$ cat config.mk
export PLATFORM = sky130hd
export DESIGN_NAME = combination_enumerator
export DESIGN_NICKNAME = d
export VERILOG_FILES = /design/src/hdl/cenum_pkg.sv /design/src/hdl/cenum_ctrl.sv /design/src/hdl/cenum_dpath.sv /design/src/hdl/combination_enumerator.sv
export SDC_FILE = /design/constraint.sdc
export NUM_CORES = 1
export LEC_CHECK = 0
export ABC_AREA = 1
export BUFFER_PORTS_ARGS = -buffer_cell sky130_fd_sc_hd__buf_2
export CAP_MARGIN = 0
export CORE_ASPECT_RATIO = 1.75
export CORE_MARGIN = 2
export CORE_UTILIZATION = 65
export DETAILED_ROUTE_END_ITERATION = 10
export GPL_TIMING_DRIVEN = 0
export PLACE_DENSITY = 0.89
export SLEW_MARGIN = 40
export SYNTH_ARGS = -nofsm -noshare
export SYNTH_HDL_FRONTEND = slang
export SYNTH_SLANG_ARGS = --single-unit
$ cat constraint.sdc
create_clock -name clk -period 9.65 [get_ports clk]
set_clock_uncertainty 0.05 [all_clocks]
set_input_delay 1.93 -clock clk [delete_from_list [all_inputs] [get_ports clk]]
set_output_delay 1.93 -clock clk [all_outputs]
set_load 0.03 [all_outputs]
$ cat src/hdl/cenum_pkg.sv
// Shared types and constants for the combination enumerator.
// Holds the controller states and the command and status words between
// controller and datapath. No dependencies.
`default_nettype none

package cenum_pkg;

  localparam int MAX_SUBSET_DEF = 16;
  localparam int MAX_SET_DEF    = 64;

  localparam int VAL_W  = 7;
  localparam int K_W    = 5;
  localparam int POS_W  = 4;
  localparam int ADDR_W = 3;
  localparam int DATA_W = 32;

  localparam logic [VAL_W-1:0] TOTAL_RESET  = VAL_W'(4);
  localparam logic [K_W-1:0]   CHOSEN_RESET = K_W'(2);

  // register index is paddr[2]
  localparam logic REG_TOTAL_ITEMS  = 1'b0;
  localparam logic REG_CHOSEN_COUNT = 1'b1;

  typedef enum logic [1:0] {
    ST_IDLE,
    ST_PIVOT,
    ST_EMIT,
    ST_EXHAUST
  } state_t;

  typedef struct packed {
    logic rd_pivot;
    logic start;
    logic clr_started;
    logic set_done;
    logic take_pivot;
    logic emit_load;
    logic exh_load;
    logic pos_clear;
    logic pos_inc;
  } cmd_t;

  typedef struct packed {
    logic cfg_ok;
    logic started;
    logic done;
    logic is_final;
    logic bump;
    logic run_full;
    logic out_free;
    logic last_pos;
  } status_t;

endpackage

`default_nettype wire

$ cat src/hdl/cenum_ctrl.sv
// Controller for the combination enumerator: request decode and the
// pivot / emit / exhausted sequence. Depends on cenum_pkg.
`default_nettype none

module cenum_ctrl (
  input  wire                clk,
  input  wire                rst,
  input  wire                req_valid,
  input  wire                restart,
  output logic               req_stall,
  input  cenum_pkg::status_t status,
  output cenum_pkg::cmd_t    cmd
);

  import cenum_pkg::*;

  state_t state;
  state_t state_next;

  always_ff @(posedge clk) begin
    if (rst) begin
      state <= ST_IDLE;
    end else begin
      state <= state_next;
    end
  end

  always_comb begin
    state_next = state;
    cmd        = '0;
    req_stall  = (state != ST_IDLE);
    unique case (state)
      ST_IDLE: begin
        if (req_valid) begin
          if (!status.cfg_ok) begin
            cmd.clr_started = restart;
            state_next      = ST_EXHAUST;
          end else if (restart) begin
            cmd.start  = 1'b1;
            state_next = ST_EMIT;
          end else if (!status.started || status.done) begin
            state_next = ST_EXHAUST;
          end else if (status.is_final) begin
            cmd.set_done = 1'b1;
            state_next   = ST_EXHAUST;
          end else if (status.bump || !status.run_full) begin
            cmd.rd_pivot = 1'b1;
            state_next   = ST_PIVOT;
          end else begin
            cmd.set_done = 1'b1;
            state_next   = ST_EXHAUST;
          end
        end
      end
      ST_PIVOT: begin
        cmd.take_pivot = 1'b1;
        state_next     = ST_EMIT;
      end
      ST_EMIT: begin
        if (status.out_free) begin
          cmd.emit_load = 1'b1;
          if (status.last_pos) begin
            cmd.pos_clear = 1'b1;
            state_next    = ST_IDLE;
          end else begin
            cmd.pos_inc = 1'b1;
          end
        end
      end
      ST_EXHAUST: begin
        if (status.out_free) begin
          cmd.exh_load = 1'b1;
          state_next   = ST_IDLE;
        end
      end
      default: begin
        state_next = ST_IDLE;
      end
    endcase
  end

endmodule

`default_nettype wire

$ cat src/hdl/cenum_dpath.sv
// Datapath for the combination enumerator: config registers, member store,
// pivot and run registers, refill arithmetic and the output register.
// Depends on cenum_pkg.
`default_nettype none

module cenum_dpath #(
  parameter int MAX_SUBSET = cenum_pkg::MAX_SUBSET_DEF,
  parameter int MAX_SET    = cenum_pkg::MAX_SET_DEF
) (
  input  wire                                clk,
  input  wire                                rst,
  input  wire                                cfg_we,
  input  wire                                cfg_sel,
  input  wire  [cenum_pkg::DATA_W-1:0]       cfg_wdata,
  output logic [cenum_pkg::DATA_W-1:0]       cfg_rdata,
  input  wire                                cfg_rsel,
  input  cenum_pkg::cmd_t                    cmd,
  output cenum_pkg::status_t                 status,
  input  wire                                res_stall,
  output logic                               res_valid,
  output logic [cenum_pkg::VAL_W-1:0]        element_value,
  output logic [cenum_pkg::POS_W-1:0]        element_position,
  output logic                               last_element,
  output logic                               final_subset,
  output logic                               exhausted
);

  import cenum_pkg::*;

  localparam int IW = (MAX_SUBSET > 1) ? $clog2(MAX_SUBSET) : 1;

  logic [VAL_W-1:0] total_items;
  logic [K_W-1:0]   chosen_count;
  logic [VAL_W-1:0] pivot_value;
  logic [K_W-1:0]   run_length;
  logic             started;
  logic             done_flag;
  logic [VAL_W-1:0] first_member;
  logic [IW-1:0]    pos;
  logic [IW-1:0]    pos_next;
  logic [IW-1:0]    rd_addr;
  logic [VAL_W-1:0] rdata;

  logic [VAL_W-1:0] members [MAX_SUBSET];

  logic [7:0]       n_ext;
  logic [7:0]       k_ext;
  logic [7:0]       run_ext;
  logic [7:0]       lim;
  logic [K_W-1:0]   piv_idx;
  logic [K_W-1:0]   pos_ext;
  logic [K_W-1:0]   base;
  logic [K_W-1:0]   offset;
  logic             refill;
  logic [VAL_W-1:0] value;
  logic             val_final;

  // config port
  always_ff @(posedge clk) begin
    if (rst) begin
      total_items  <= TOTAL_RESET;
      chosen_count <= CHOSEN_RESET;
    end else if (cfg_we) begin
      unique case (cfg_sel)
        REG_TOTAL_ITEMS:  total_items  <= cfg_wdata[VAL_W-1:0];
        REG_CHOSEN_COUNT: chosen_count <= cfg_wdata[K_W-1:0];
        default: ;
      endcase
    end
  end

  always_comb begin
    unique case (cfg_rsel)
      REG_TOTAL_ITEMS:  cfg_rdata = DATA_W'(total_items);
      REG_CHOSEN_COUNT: cfg_rdata = DATA_W'(chosen_count);
      default:          cfg_rdata = '0;
    endcase
  end

  // status
  assign n_ext   = {1'b0, total_items};
  assign k_ext   = 8'(chosen_count);
  assign run_ext = 8'(run_length);
  assign lim     = n_ext - k_ext + 8'd1;

  assign status.cfg_ok   = (chosen_count != '0) && (k_ext <= n_ext) &&
                           (k_ext <= 8'(MAX_SUBSET)) && (n_ext <= 8'(MAX_SET));
  assign status.started  = started;
  assign status.done     = done_flag;
  assign status.is_final = ({1'b0, first_member} == lim);
  assign status.bump     = (n_ext >= run_ext) ? ({1'b0, pivot_value} < (n_ext - run_ext))
                                              : 1'b1;
  assign status.run_full = (run_length >= chosen_count);
  assign status.out_free = !res_valid || !res_stall;
  assign status.last_pos = (pos_ext == chosen_count - K_W'(1));

  // member store, one read port with registered data
  assign piv_idx = status.bump ? (chosen_count - K_W'(1))
                               : (chosen_count - run_length - K_W'(1));

  always_comb begin
    if (cmd.pos_clear) begin
      pos_next = '0;
    end else if (cmd.pos_inc) begin
      pos_next = pos + IW'(1);
    end else begin
      pos_next = pos;
    end
  end

  assign rd_addr = cmd.rd_pivot ? piv_idx[IW-1:0] : pos_next;

  // tail refill: positions from k-run on take pivot+1, pivot+2, ...
  assign pos_ext   = K_W'(pos);
  assign base      = chosen_count - run_length;
  assign refill    = (pos_ext >= base);
  assign offset    = pos_ext - base;
  assign value     = refill ? (pivot_value + VAL_W'(offset) + VAL_W'(1)) : rdata;
  assign val_final = ({1'b0, value} == lim);

  always_ff @(posedge clk) begin
    rdata <= members[rd_addr];
    if (cmd.emit_load && refill) begin
      members[pos] <= value;
    end
  end

  always_ff @(posedge clk) begin
    if (rst) begin
      pos <= '0;
    end else begin
      pos <= pos_next;
    end
  end

  // enumeration state
  always_ff @(posedge clk) begin
    if (rst) begin
      pivot_value  <= '0;
      run_length   <= '0;
      started      <= 1'b0;
      done_flag    <= 1'b0;
      first_member <= '0;
    end else begin
      if (cmd.start) begin
        pivot_value <= '0;
        run_length  <= chosen_count;
        started     <= 1'b1;
        done_flag   <= 1'b0;
      end
      if (cmd.clr_started) begin
        started <= 1'b0;
      end
      if (cmd.set_done) begin
        done_flag <= 1'b1;
      end
      if (cmd.take_pivot) begin
        pivot_value <= rdata;
        run_length  <= status.bump ? K_W'(1) : (run_length + K_W'(1));
      end
      if (cmd.emit_load && (pos == '0)) begin
        first_member <= value;
      end
      if (cfg_we) begin
        started   <= 1'b0;
        done_flag <= 1'b0;
      end
    end
  end

  // output register
  always_ff @(posedge clk) begin
    if (rst) begin
      res_valid <= 1'b0;
    end else if (cmd.emit_load || cmd.exh_load) begin
      res_valid <= 1'b1;
    end else if (!res_stall) begin
      res_valid <= 1'b0;
    end
  end

  always_ff @(posedge clk) begin
    if (cmd.emit_load) begin
      element_value    <= value;
      element_position <= pos_ext[POS_W-1:0];
      last_element     <= status.last_pos;
      final_subset     <= (pos == '0) ? val_final : status.is_final;
      exhausted        <= 1'b0;
    end else if (cmd.exh_load) begin
      element_value    <= '0;
      element_position <= '0;
      last_element     <= 1'b1;
      final_subset     <= 1'b0;
      exhausted        <= 1'b1;
    end
  end

endmodule

`default_nettype wire

$ cat src/hdl/combination_enumerator.sv
// Top level of the combination enumerator: APB config port, controller and
// datapath. Depends on cenum_pkg, cenum_ctrl and cenum_dpath.
//
// Steps through the k-subsets of {1..n} in lexicographic order, one subset per
// request word. A restart word loads 1..k; an advance word moves to the next
// subset. Each subset leaves as k result words (one member each, position
// order), the last marked; a request with nothing to give returns one word
// marked exhausted. An advance passes through a pivot state, which reads the pivot
// from the member store's one read port, before the emit state; a restart goes
// straight to emit. The output register moves one member per cycle while the
// output is not stalled. Requests are taken one at a time.
// n and k may be written only while the block is idle; a write ends the
// current enumeration and a restart is needed.
`default_nettype none

module combination_enumerator #(
  parameter int MAX_SUBSET = cenum_pkg::MAX_SUBSET_DEF,
  parameter int MAX_SET    = cenum_pkg::MAX_SET_DEF
) (
  input  wire                           clk,
  input  wire                           rst,
  input  wire                           psel,
  input  wire                           penable,
  input  wire                           pwrite,
  input  wire  [cenum_pkg::ADDR_W-1:0]  paddr,
  input  wire  [cenum_pkg::DATA_W-1:0]  pwdata,
  output logic [cenum_pkg::DATA_W-1:0]  prdata,
  output logic                          pready,
  input  wire                           req_valid,
  output logic                          req_stall,
  input  wire                           restart,
  output logic                          res_valid,
  input  wire                           res_stall,
  output logic [cenum_pkg::VAL_W-1:0]   element_value,
  output logic [cenum_pkg::POS_W-1:0]   element_position,
  output logic                          last_element,
  output logic                          final_subset,
  output logic                          exhausted
);

  import cenum_pkg::*;

  cmd_t    cmd;
  status_t status;
  logic    cfg_we;

  assign pready = 1'b1;
  assign cfg_we = psel && penable && pwrite && pready;

  cenum_ctrl u_ctrl (
    .clk       (clk),
    .rst       (rst),
    .req_valid (req_valid),
    .restart   (restart),
    .req_stall (req_stall),
    .status    (status),
    .cmd       (cmd)
  );

  cenum_dpath #(
    .MAX_SUBSET (MAX_SUBSET),
    .MAX_SET    (MAX_SET)
  ) u_dpath (
    .clk              (clk),
    .rst              (rst),
    .cfg_we           (cfg_we),
    .cfg_sel          (paddr[2]),
    .cfg_wdata        (pwdata),
    .cfg_rdata        (prdata),
    .cfg_rsel         (paddr[2]),
    .cmd              (cmd),
    .status           (status),
    .res_stall        (res_stall),
    .res_valid        (res_valid),
    .element_value    (element_value),
    .element_position (element_position),
    .last_element     (last_element),
    .final_subset     (final_subset),
    .exhausted        (exhausted)
  );

endmodule

`default_nettype wire

==> metrics.md <==
| Metric | Value |
|---|---|
| Synth Warn # | `0` |
| Mapped Cells | `1098` |
| WP data required | `about 9.9 ns` |
| Site Rows | `58` |
| Slowest stage cell, crit path | `o21ai_0` |
| Final period utilization | `0.499` |
| H-tree levels | `4` |
| Max Freq | `roughly 0.21 GHz` |
| Seq/Total Area, Yosys | `0.494` |
| Largest family of logic cells by synthesized area | `simple AND/OR/NAND/NOR gates` |
| Final-report hold violation count | `0` |
| Xor-xnor portion of the synthesized cell area | `0.0238` |
| Slew Limit Fails | `0` |
| CTS tree | `built` |
| Pre-Repair DR Iteration Count | `7` |
| Initial antenna violation count | `0` |
| Clk_lat worst skew | `0.43 ns` |
| Core Util, Final | `0.746` |
| Avg Cell Area, Syn | `8.70 um^2` |
| Hold-fix buffers, CTS | `0` |
| Area grow syn2layout | `12.2%` |
| Worst slack, placed | `between 4 and 5 ns` |
| Unrepaired setup endpoints after global routing | `no` |
| Leak | `0.00480 uW` |
| Tot GR Track Use | `0.345` |
| Crit path DAT | `5.03 ns` |
| Post-Synth Adder-Cell Area | `0.0741` |
| Final worst setup slack | `a little under 5 ns` |
| ANT cells | `0` |
| Post-detail-place hpwl | `18300 um` |
| Worst Path Max Fanout | `18` |
| Crit end category | `register` |
| Synth Register Bits | `173` |
| Routability congestion estimate | `approximately 0.99` |
| FFs w/ async S/R, synth | `0` |
| Synth Area in Compound Gates | `0.0596` |
| Final setup viols | `0` |
| Count of different cell masters after synthesis | `39` |
| Share of cells above drive strength 1 | `0.132` |
| Pin count of the biggest net entering global routing | `20` |
| Remaining global-route overflow | `0` |
| Final TNS setup | `0 ns` |
| Main synth FF type | `edfxtp_1` |
| Post-route minimum period | `about 4.8 ns` |
| Cell family with most CP delay | `compound AO/OA/AOI/OAI gates` |
| Vias/cell | `5.87` |
| WL/cell | `18.6 um` |
| Clock Path Buffers | `2` |
| Most frequent cells in the layout | `nand2_1 (274), nand3_1 (150), inv_1 (129)` |
| Mux contribution to synthesized area | `0` |
| Reg area | `4710 um^2` |
| Slowest Stage Delay on Critical Path | `approximately 0.63 ns` |
| Fillcell total | `976` |
| Mapped Area | `9550 um^2` |
| Remaining DRCs | `0` |
| Core ar. | `14400 um^2` |
| Vias in the first global route | `around 8000` |
| Routed Antenna Nets | `0` |
| First-pass GRT wire length | `between 30000 and 40000 um` |
| DRT iter0 DRCs | `800` |
| Most common cell after layout, fill and taps aside | `nand2_1` |
| Worst min path class | `reg2reg` |
| Post-synth EDFFs | `125` |
| Design Power | `2300 uW` |
| DRT Wirelength | `25500 um` |
| Starting Density | `0.665` |
| IO Pins | `92` |
| Sink Count | `173` |
| Via count | `between 8000 and 9000` |
| Buf/Inv on CP | `4` |
| Synth Area in Simple Gates | `0.251` |
| Die height | `between 150 and 200 um` |
| Max_slew headroom | `0.455` |
| Critical path type | `reg2reg` |
| Clock root buffer master | `clkbuf_16` |
| Crit path launch type | `register` |
| Die W | `95.6 um` |
| Least-Margin Pin Slew | `0.815 ns` |
| Post-CTS Repair Setup Buffers | `0` |
| Max-Cap Viols | `0` |
| Worst path cell trace | `inv_1 -> ha_1 -> inv_1 -> fa_1 -> xnor2_1 -> ha_1 -> nand2_1 -> o21ai_1 -> nand2_1 -> nand3b_1 -> nand2_1 -> buf_2 -> o21ai_0 -> inv_1 -> nor2_1 -> o21ai_0 -> nor2_1 -> nand3_1 -> a21oi_1` |
| Multi-input gate area | `4060 um^2` |
| Nets | `~1300` |
| Die area | `15700 um^2` |
| Hold Worst Slack | `0.418 ns` |
| Clock buffer count from CTS | `17` |
| Peak supply drop | `0.151 mV` |
| Cts repair resizes | `0` |
| PD cells | `215 nW/um^2` |
| Status | `finished clean` |
| PortBufs | `38` |
| Reg clk slew, reported paths | `0.07 ns` |
registers in the layout, indices dropped and copies added, names as in the netlist:
name / cells
u_dpath.first_member: 7
u_dpath.started: 1
u_dpath.rdata: 7
u_dpath.total_items: 7
u_dpath.chosen_count: 5
u_dpath.pos: 4
u_dpath.members: 112
u_ctrl.state: 2
u_dpath.last_element: 1
u_dpath.run_length: 5
u_dpath.done_flag: 1
u_dpath.element_value: 7
u_dpath.pivot_value: 7
u_dpath.element_position: 4
u_dpath.final_subset: 1
u_dpath.exhausted: 1
u_dpath.res_valid: 1
final cells by class:
type | count | share of cell area
plain buffers | 60 | 0.0379
clock buffers | 17 | 0.0397
clock inverters | 14 | 0.0141
inverters | 138 | 0.0483
multi-input cells | 751 | 0.378
flip-flops and latches | 173 | 0.440
well taps | 180 | 0.0210
repair buffers | 40 | 0.0205
final timing paths:
kind	start	to	slack [ns]	cells after the start
setup / recovery	u_dpath.chosen_count[0]	u_dpath.final_subset	4.83	19
hold / removal	u_dpath.started	u_dpath.started	0.42	2
setup reg to reg	u_dpath.chosen_count[0]	u_dpath.final_subset	4.83	19
hold reg to reg	u_dpath.started	u_dpath.started	0.42	2
kinds of logic after synthesis:
group | Yosys count
flip-flops | 173
AND/OR/NAND/NOR | 540
XOR/XNOR | 26
other | 2
buffers and inverters | 198
AO/OA/AOI/OAI | 106
adder cells (fa/ha/maj) | 53
routing by layer:
layer  vias to the layer above  global-route usage  routed length (um)
met1                      3650               0.348                8090
met3                       147              0.0573                1690
met2                       500               0.613               13500
met5                         -                   0                   0
li1                       3758                   -                   -
met4                         0               0.260                2280
synthesized netlist by cell type, types with 2 or more instances:
library cell  number  area (um^2)
nand2_1          274         1030
nand3_1          150          751
inv_1            129          484
edfxtp_1         125         3750
nor2_1            64          240
a21oi_1           50          250
dfxtp_1           48          961
ha_1              47          588
o21ai_0           37          185
buf_4             34          255
nand3b_1          18          135
buf_2             13         65.1
nand4_1           13         81.3
xnor2_1           13          114
xor2_1            13          114
inv_2              9         33.8
clkbuf_1           8         30.0
fa_1               6          120
a31oi_1            5         31.3
buf_6              5         56.3
nand2_2            5         31.3
nor3_1             5         25.0
nand3_2            3         30.0
o211ai_1           3         22.5
o21ai_1            3         15.0
or2_2              3         18.8
a221oi_1           2         17.5
conb_1             2         7.51
metrics by stage:
stage / area [um^2] / std cells
after floorplan: 9640 / 1122
final: 10700 / 1373
after CTS: 10700 / 1373
after global placement: 10100 / 1340
after detailed placement: 10100 / 1342
after global routing: 10700 / 1373
report_power, final:
part	total (uW)	leakage (uW)	switching [uW]	internal, uW
Sequential	946	0.00153	25.0	921
Combinational	688	0.00300	492	196
Clock	666	0.000280	321	344
Total	2300	0.00480	838	1460
worst min-delay path, delay by kind of cell, from the launching register on:
kind            cells  cell delay (ns)
compound gates      1             0.05
simple gates        1             0.06
flops               1             0.31
(Power assumes the default switching activity.)
